**config.mk**
```make
export PLATFORM = sky130hd
export DESIGN_NAME = pli_ctrl
export DESIGN_NICKNAME = d
export VERILOG_FILES = /design/src/pli_pkg.sv /design/src/pli_ctrl.sv
export VERILOG_INCLUDE_DIRS = /design/src /design/src/src
export SDC_FILE = /design/constraint.sdc
export NUM_CORES = 1
export LEC_CHECK = 0
export BUFFER_PORTS_ARGS = -buffer_cell sky130_fd_sc_hd__buf_4
export CAP_MARGIN = 20
export CORE_UTILIZATION = 40
export CTS_CLUSTER_SIZE = 8
export DETAILED_ROUTE_END_ITERATION = 8
export GPL_TIMING_DRIVEN = 0
export PLACE_DENSITY = 0.69
export SLEW_MARGIN = 10
export SYNTH_ARGS = -nofsm -noshare
export SYNTH_HDL_FRONTEND = slang
export SYNTH_SLANG_ARGS = --single-unit
```
**constraint.sdc**
```tcl
create_clock -name aclk -period 3.2 [get_ports aclk]
set_clock_uncertainty 0.15 [all_clocks]
set_input_delay 0.32 -clock aclk [delete_from_list [all_inputs] [get_ports aclk]]
set_output_delay 0.32 -clock aclk [all_outputs]
set_load 0.02 [all_outputs]
```
**src/piecewise_linear_interpolator_unit_macros.svh**
```systemverilog
// ----------------------------------------------------------------------------
// Assertion macros for the piecewise linear interpolator unit
// Concurrent checks that compile away when SYNTH is defined.
// ----------------------------------------------------------------------------
`ifndef PIECEWISE_LINEAR_INTERPOLATOR_UNIT_MACROS_SVH
`define PIECEWISE_LINEAR_INTERPOLATOR_UNIT_MACROS_SVH

`ifndef SYNTH

`define PLI_ASSERT_IMPLIES(label, clk, rst_n, ante, cons, msg) \
    label: assert property (@(posedge clk) disable iff (!(rst_n)) (ante) |-> (cons)) \
        else $error(msg);

`define PLI_ASSERT_NEXT(label, clk, rst_n, ante, cons, msg) \
    label: assert property (@(posedge clk) disable iff (!(rst_n)) (ante) |=> (cons)) \
        else $error(msg);

`else

`define PLI_ASSERT_IMPLIES(label, clk, rst_n, ante, cons, msg)

`define PLI_ASSERT_NEXT(label, clk, rst_n, ante, cons, msg)

`endif

`endif

```
**src/pli_pkg.sv**
```systemverilog
// ----------------------------------------------------------------------------
// pli_pkg
// Shared constants, codes and control types of the interpolator unit.
// ----------------------------------------------------------------------------
`timescale 1ns / 1ps

package pli_pkg;

    localparam int TABLE_DEPTH = 64;
    localparam int ADDR_W      = $clog2(TABLE_DEPTH);
    localparam int CNT_W       = $clog2(TABLE_DEPTH + 1);
    localparam int DATA_W      = 32;
    localparam int FRAC_W      = 16;
    localparam int DIV_CNT_W   = $clog2(FRAC_W);
    localparam int ENTRY_W     = 6;
    localparam int POINTS_W    = 7;
    localparam int CFG_ADDR_W  = 3;
    localparam int APB_DATA_W  = 32;

    localparam logic [POINTS_W-1:0] POINTS_RESET = 7'd64;

    localparam logic [0:0] REG_POINTS_IN_USE = 1'b0;

    localparam logic MODE_WRITE = 1'b0;
    localparam logic MODE_QUERY = 1'b1;

    typedef enum logic [1:0] {
        REGION_INSIDE = 2'd0,
        REGION_BELOW  = 2'd1,
        REGION_ABOVE  = 2'd2
    } region_t;

    typedef enum logic [2:0] {
        ADDR_FIRST,
        ADDR_LAST,
        ADDR_MID,
        ADDR_LOW,
        ADDR_HIGH
    } addr_src_t;

    typedef enum logic [1:0] {
        RES_RD_Y,
        RES_LOW_Y,
        RES_INTERP
    } res_src_t;

    typedef enum logic [3:0] {
        ST_IDLE,
        ST_RD_FIRST,
        ST_CHK_FIRST,
        ST_RD_LAST,
        ST_CHK_LAST,
        ST_SR_RD,
        ST_SR_CMP,
        ST_RD_LOW,
        ST_RD_HIGH,
        ST_CAP_HIGH,
        ST_DIFF,
        ST_CHK_DX,
        ST_DIV,
        ST_MUL,
        ST_FIN,
        ST_PUSH
    } state_t;

    typedef struct packed {
        logic      in_ready;
        logic      load_query;
        addr_src_t rd_src;
        logic      search_init;
        logic      search_step;
        logic      cap_low;
        logic      cap_high;
        logic      diff;
        logic      div_init;
        logic      div_step;
        logic      mul;
        logic      set_res;
        res_src_t  res_src;
        region_t   res_region;
        logic      load_out;
    } pli_cmd_t;

    typedef struct packed {
        logic le_first;
        logic ge_last;
        logic search_done;
        logic flat;
        logic out_free;
    } pli_status_t;

endpackage

```
**src/pli_ctrl.sv**
```systemverilog
// ----------------------------------------------------------------------------
// pli_ctrl
// Sequencer for table writes, clamping checks, search, division and output.
// ----------------------------------------------------------------------------
`timescale 1ns / 1ps
`include "piecewise_linear_interpolator_unit_macros.svh"

module pli_ctrl
    import pli_pkg::*;
(
    input  logic        aclk,
    input  logic        aresetn,
    input  logic        s_tvalid,
    input  logic        s_mode,
    input  pli_status_t status,
    output pli_cmd_t    cmd
);

    state_t                 state_reg, state_next;
    logic [DIV_CNT_W-1:0]   div_cnt_reg, div_cnt_next;

    always_ff @(posedge aclk) begin
        if (!aresetn) begin
            state_reg   <= ST_IDLE;
            div_cnt_reg <= '0;
        end else begin
            state_reg   <= state_next;
            div_cnt_reg <= div_cnt_next;
        end
    end

    always_comb begin
        state_next   = state_reg;
        div_cnt_next = div_cnt_reg;
        cmd          = '0;
        cmd.rd_src   = ADDR_FIRST;
        cmd.res_src  = RES_RD_Y;
        cmd.res_region = REGION_INSIDE;
        unique case (state_reg)
            ST_IDLE: begin
                cmd.in_ready = 1'b1;
                if (s_tvalid && s_mode == MODE_QUERY) begin
                    cmd.load_query = 1'b1;
                    state_next     = ST_RD_FIRST;
                end
            end
            ST_RD_FIRST: begin
                cmd.rd_src = ADDR_FIRST;
                state_next = ST_CHK_FIRST;
            end
            ST_CHK_FIRST: begin
                if (status.le_first) begin
                    cmd.set_res    = 1'b1;
                    cmd.res_src    = RES_RD_Y;
                    cmd.res_region = REGION_BELOW;
                    state_next     = ST_PUSH;
                end else begin
                    state_next = ST_RD_LAST;
                end
            end
            ST_RD_LAST: begin
                cmd.rd_src = ADDR_LAST;
                state_next = ST_CHK_LAST;
            end
            ST_CHK_LAST: begin
                if (status.ge_last) begin
                    cmd.set_res    = 1'b1;
                    cmd.res_src    = RES_RD_Y;
                    cmd.res_region = REGION_ABOVE;
                    state_next     = ST_PUSH;
                end else begin
                    cmd.search_init = 1'b1;
                    state_next      = ST_SR_RD;
                end
            end
            ST_SR_RD: begin
                if (status.search_done) begin
                    state_next = ST_RD_LOW;
                end else begin
                    cmd.rd_src = ADDR_MID;
                    state_next = ST_SR_CMP;
                end
            end
            ST_SR_CMP: begin
                cmd.search_step = 1'b1;
                state_next      = ST_SR_RD;
            end
            ST_RD_LOW: begin
                cmd.rd_src = ADDR_LOW;
                state_next = ST_RD_HIGH;
            end
            ST_RD_HIGH: begin
                cmd.rd_src  = ADDR_HIGH;
                cmd.cap_low = 1'b1;
                state_next  = ST_CAP_HIGH;
            end
            ST_CAP_HIGH: begin
                cmd.cap_high = 1'b1;
                state_next   = ST_DIFF;
            end
            ST_DIFF: begin
                cmd.diff   = 1'b1;
                state_next = ST_CHK_DX;
            end
            ST_CHK_DX: begin
                if (status.flat) begin
                    cmd.set_res    = 1'b1;
                    cmd.res_src    = RES_LOW_Y;
                    cmd.res_region = REGION_INSIDE;
                    state_next     = ST_PUSH;
                end else begin
                    cmd.div_init = 1'b1;
                    div_cnt_next = DIV_CNT_W'(FRAC_W - 1);
                    state_next   = ST_DIV;
                end
            end
            ST_DIV: begin
                cmd.div_step = 1'b1;
                if (div_cnt_reg == '0) begin
                    state_next = ST_MUL;
                end else begin
                    div_cnt_next = div_cnt_reg - 1'b1;
                end
            end
            ST_MUL: begin
                cmd.mul    = 1'b1;
                state_next = ST_FIN;
            end
            ST_FIN: begin
                cmd.set_res    = 1'b1;
                cmd.res_src    = RES_INTERP;
                cmd.res_region = REGION_INSIDE;
                state_next     = ST_PUSH;
            end
            ST_PUSH: begin
                if (status.out_free) begin
                    cmd.load_out = 1'b1;
                    state_next   = ST_IDLE;
                end
            end
            default: begin
                state_next = ST_IDLE;
            end
        endcase
    end

    `PLI_ASSERT_NEXT(a_query_starts, aclk, aresetn, cmd.in_ready && s_tvalid && s_mode == MODE_QUERY, state_reg == ST_RD_FIRST, "accepted query did not start a table read")
    `PLI_ASSERT_IMPLIES(a_mul_after_div, aclk, aresetn, state_reg == ST_MUL, $past(state_reg) == ST_DIV, "multiply entered without division")

endmodule

```
== After elaboration in Yosys (flattened, before gate mapping) ==
Index checks and enable logic that the tools add are counted.
Word-level totals
  logic and storage cells: 60
  output and inout bits: 19
  input port bits: 9
  register bits after elaboration: 8
Cells by class
  muxes and demuxes: 31
  add/subtract/negate cells: 1
  equal/unequal tests: 20
  reductions and logical operators: 6
Operators by type and width (count)
  one-hot mux 4 bit (16 select lines): 1
  equality test 4 bit, second input constant: 8
  2-to-1 mux 4 bit: 7
  one-hot mux 5 bit (4 select lines): 1
  equality test 4 x 3 -> 1 bit, second input constant: 4
  2-to-1 mux 5 bit: 3
  2-to-1 mux 1 bit: 14
  one-hot mux 3 bit (4 select lines): 1
  != test 2 bit, second input constant: 5
  equality test 4 x 2 -> 1 bit, second input constant: 2
  zero test 4 bit: 2
  one-hot mux 4 bit (2 select lines): 1
  2-to-1 mux 2 bit: 3
  AND reduction 3 bit: 2
  equality test 4 x 1 -> 1 bit, second input constant: 1
  subtractor 4 x 1 -> 4 bit, second input constant: 1
  nonzero test 2 bit: 1
  logical AND 1 bit: 1

== Depth between registers and ports, before layout ==
  depth after elaboration: 3
  gate-level depth with buffers: 6
  mapped depth without buffers: 6

== Least setup slack after synthesis ==
Ideal clock, no wire load.
  kind: register to output
  start point: register state_reg[2]
  end point: output port cmd[5] in the netlist's numbering
  data required time: 2.730 ns
  path slack: 1.034 ns
  data arrival time: 1.696 ns
  cell stages (with the launch flop): 4
  path buffers: 0
  cells stage by stage: dfxtp_1 -> nand2b_1 -> nor4b_1 -> nand2b_1
RTL lines
  start, declared: RTL line pli_ctrl.sv:19  | state_t state_reg, state_next;
  start signal, assigned: RTL line pli_ctrl.sv:27  | state_reg <= state_next;
  end, declared: RTL line pli_ctrl.sv:16  | output pli_cmd_t cmd

==> impl_metrics.json <==
{
  "post-route-util_pct": 59.4,
  "cp.required_ns": 2.73,
  "io_buffers": 27,
  "crit_start": "state_reg[3]",
  "synth_simple_gate_area_share_pct": 37.7,
  "overflow": 0,
  "synth_ff_type": "dfxtp_1",
  "final_hold_viol_count": 0,
  "rr_startpoint": "div_cnt_reg[0]",
  "synth_top_family_by_area": "simple AND/OR/NAND/NOR gates",
  "layout_commonest_cell": "buf_4",
  "cp_cell_sequence": "buf_2 > buf_2 > nand2_1 > nor3_1 > buf_4 > buf_4",
  "hold_class": "input port to flip-flop",
  "clock.fmax_mhz": 487,
  "status": "finished, final reports clean",
  "cts_hold_buffers": 0,
  "vdd_ir_drop_max_uv": 265,
  "holdWs_ns": 0.195,
  "viasPerCell": 5.57,
  "grt_pass1_wl_um": 2950,
  "fin_setup_tns_ns": 0,
  "crit_path_max_incr_delay_ns": 0.30,
  "worstSkewPairLatency_ns": 0.25,
  "timing.final.crit_share_pct": 64.2,
  "cts.path.max_buffers": 2,
  "syn_to_final_growth_pct": 37.1,
  "async_flop_share_pct": 0,
  "switching_power_w": 0.000244,
  "num_io_pins": 28,
  "critical-path-slowest-cell": "dfxtp_1",
  "grt_pass1_vias": 674,
  "period_needed_ns": 2.05,
  "avgRoutedWirePerCell_um": 13.3,
  "ys_seq_elements": 8,
  "synth_cell_type_count": 40,
  "ys_seq_area_share_pct": 24.2,
  "p_comb_share_pct": 61.1,
  "arrival_ns": 1.58,
  "yosys_warnings": 0,
  "syn-num-nets": 95,
  "crit_fanout": 10,
  "synthAdderAreaFrac_pct": 1.89,
  "synth_compound_area_share_pct": 24.6,
  "drc_errors": 0,
  "cts_buffers": 3,
  "dp_hpwl_um": 1350,
  "cts_sinks": 8,
  "clk_pin_slew_ns": 0.05,
  "core.rowCount": 14,
  "synth_edf_count": 0,
  "gp_congestion": 0.773,
  "final_cell_mix": "buf_4, nand2_1, nor2_1, dfxtp_1, nor3_1",
  "final_area_um2": 906,
  "vias": 730,
  "die_area_um2": 1820,
  "design.final.nets": 127,
  "fp.dieH_um": 42.6,
  "synthCells": 85,
  "drt-total-wl_um": 1740,
  "internal-power_w": 0.000298,
  "report.final.slew_viol_count": 0,
  "clock-root-buffer": "clkbuf_4",
  "drtPass1Iterations": 4,
  "powerDensity_nw_per_um2": 598,
  "post_cts_buffers": 0,
  "p_leak_nw": 0.410,
  "max_cap_violations": 0,
  "synth-xor-area-share_pct": 1.33,
  "fp.dieW_um": 42.6,
  "drtIter0Drc": 6,
  "placed_area_um2": 883,
  "cts_resized": 0,
  "crit_family": "buffers and inverters",
  "antenna_cells": 0,
  "cts_tree": "done",
  "setup_viol": 0,
  "antenna_found_initial": 0,
  "path_buf_inv": 4,
  "criticalPathCategory": "flip-flop to output pin",
  "end_kind": "output pin",
  "initial_utilization_pct": 43.3,
  "synth_mux_area_share_pct": 1.52,
  "relSlewSlack_pct": 70.3,
  "worstSetupStartpointType": "flip-flop",
  "p_seq_share_pct": 25.2,
  "antenna_left": 0,
  "drive_gt1_share_pct": 37.4,
  "core_um2": 1520,
  "tightest_slew_ns": 0.445,
  "grt_max_degree": 11,
  "htreeDepth": 1,
  "synth.avg_cell_area_um2": 7.77,
  "p_clk_share_pct": 13.7,
  "grt_usage_pct": 21.5,
  "hold_start": "aresetn",
  "rsz0062_at_grt": "false",
  "switching_share_pct": 44.9,
  "syn-cell-area_um2": 661
}
## synthesized netlist by cell type (2+ instances only)
cell | instances | share of area [%]
o31a_1 | 2 | 2.7
a21oi_1 | 3 | 2.3
nor3b_1 | 2 | 2.3
and3_1 | 2 | 1.9
nor2_1 | 8 | 4.5
buf_2 | 4 | 3.0
a21boi_0 | 2 | 2.3
inv_1 | 5 | 2.8
nor3_1 | 6 | 4.5
nand3_1 | 2 | 1.5
buf_4 | 2 | 2.3
or3_1 | 2 | 1.9
dfxtp_1 | 8 | 24
nand2_1 | 8 | 4.5
o21a_1 | 2 | 2.3
nand2b_1 | 3 | 2.8
## power by group through the flow
stage	sequential, W	clock [W]	combinational [W]
after floorplan	0.000134	0	0.000231
after global placement	0.000138	0	0.000326
after detailed placement	0.000139	0	0.000329
after CTS	0.000137	0.0000790	0.000331
after global routing	0.000140	0.0000820	0.000362
final	0.000137	0.0000743	0.000331
## stage by stage
step / power (W) / cells / setup slack, ns
after floorplan: 0.000365 / 85 / 1.03
after global placement: 0.000464 / 128 / 1.37
after detailed placement: 0.000468 / 128 / 1.31
final: 0.000542 / 131 / 1.15
after CTS: 0.000547 / 131 / 1.12
after global routing: 0.000584 / 131 / 0.923
## final timing paths
check,end,slack (ns),cells after the start
max,cmd[16],1.15,6
min,state_reg[2],0.20,2
max reg2reg,div_cnt_reg[0],1.33,6
min reg2reg,div_cnt_reg[1],0.40,1
## cells by family after synthesis
family / Yosys count
and+or+nand+nor: 42
DFF: 8
muxes: 1
AOI/OAI and AO/OA: 20
xor gates and xnor gates: 1
buffers and inverters: 12
adders and majority gates: 1
## layer usage
metal	routed length [um]	vias up	global-route usage, %
li1	-	374	-
met1	760	331	24.9
met2	889	23	37.0
met3	76	2	2.59
met4	15	0	13.1
met5	0	-	0
## final cells by class
cell class / instances / area [um2]
inverters: 6 / 22.5
fillers: 145 / 618
repair buffers: 27 / 203
multi-input cells: 65 / 443
clock buffers: 3 / 22.5
flip-flops and latches: 8 / 160
plain buffers: 6 / 35.0
well taps: 16 / 20.0
No activity file was read; power rests on OpenSTA's default activity.
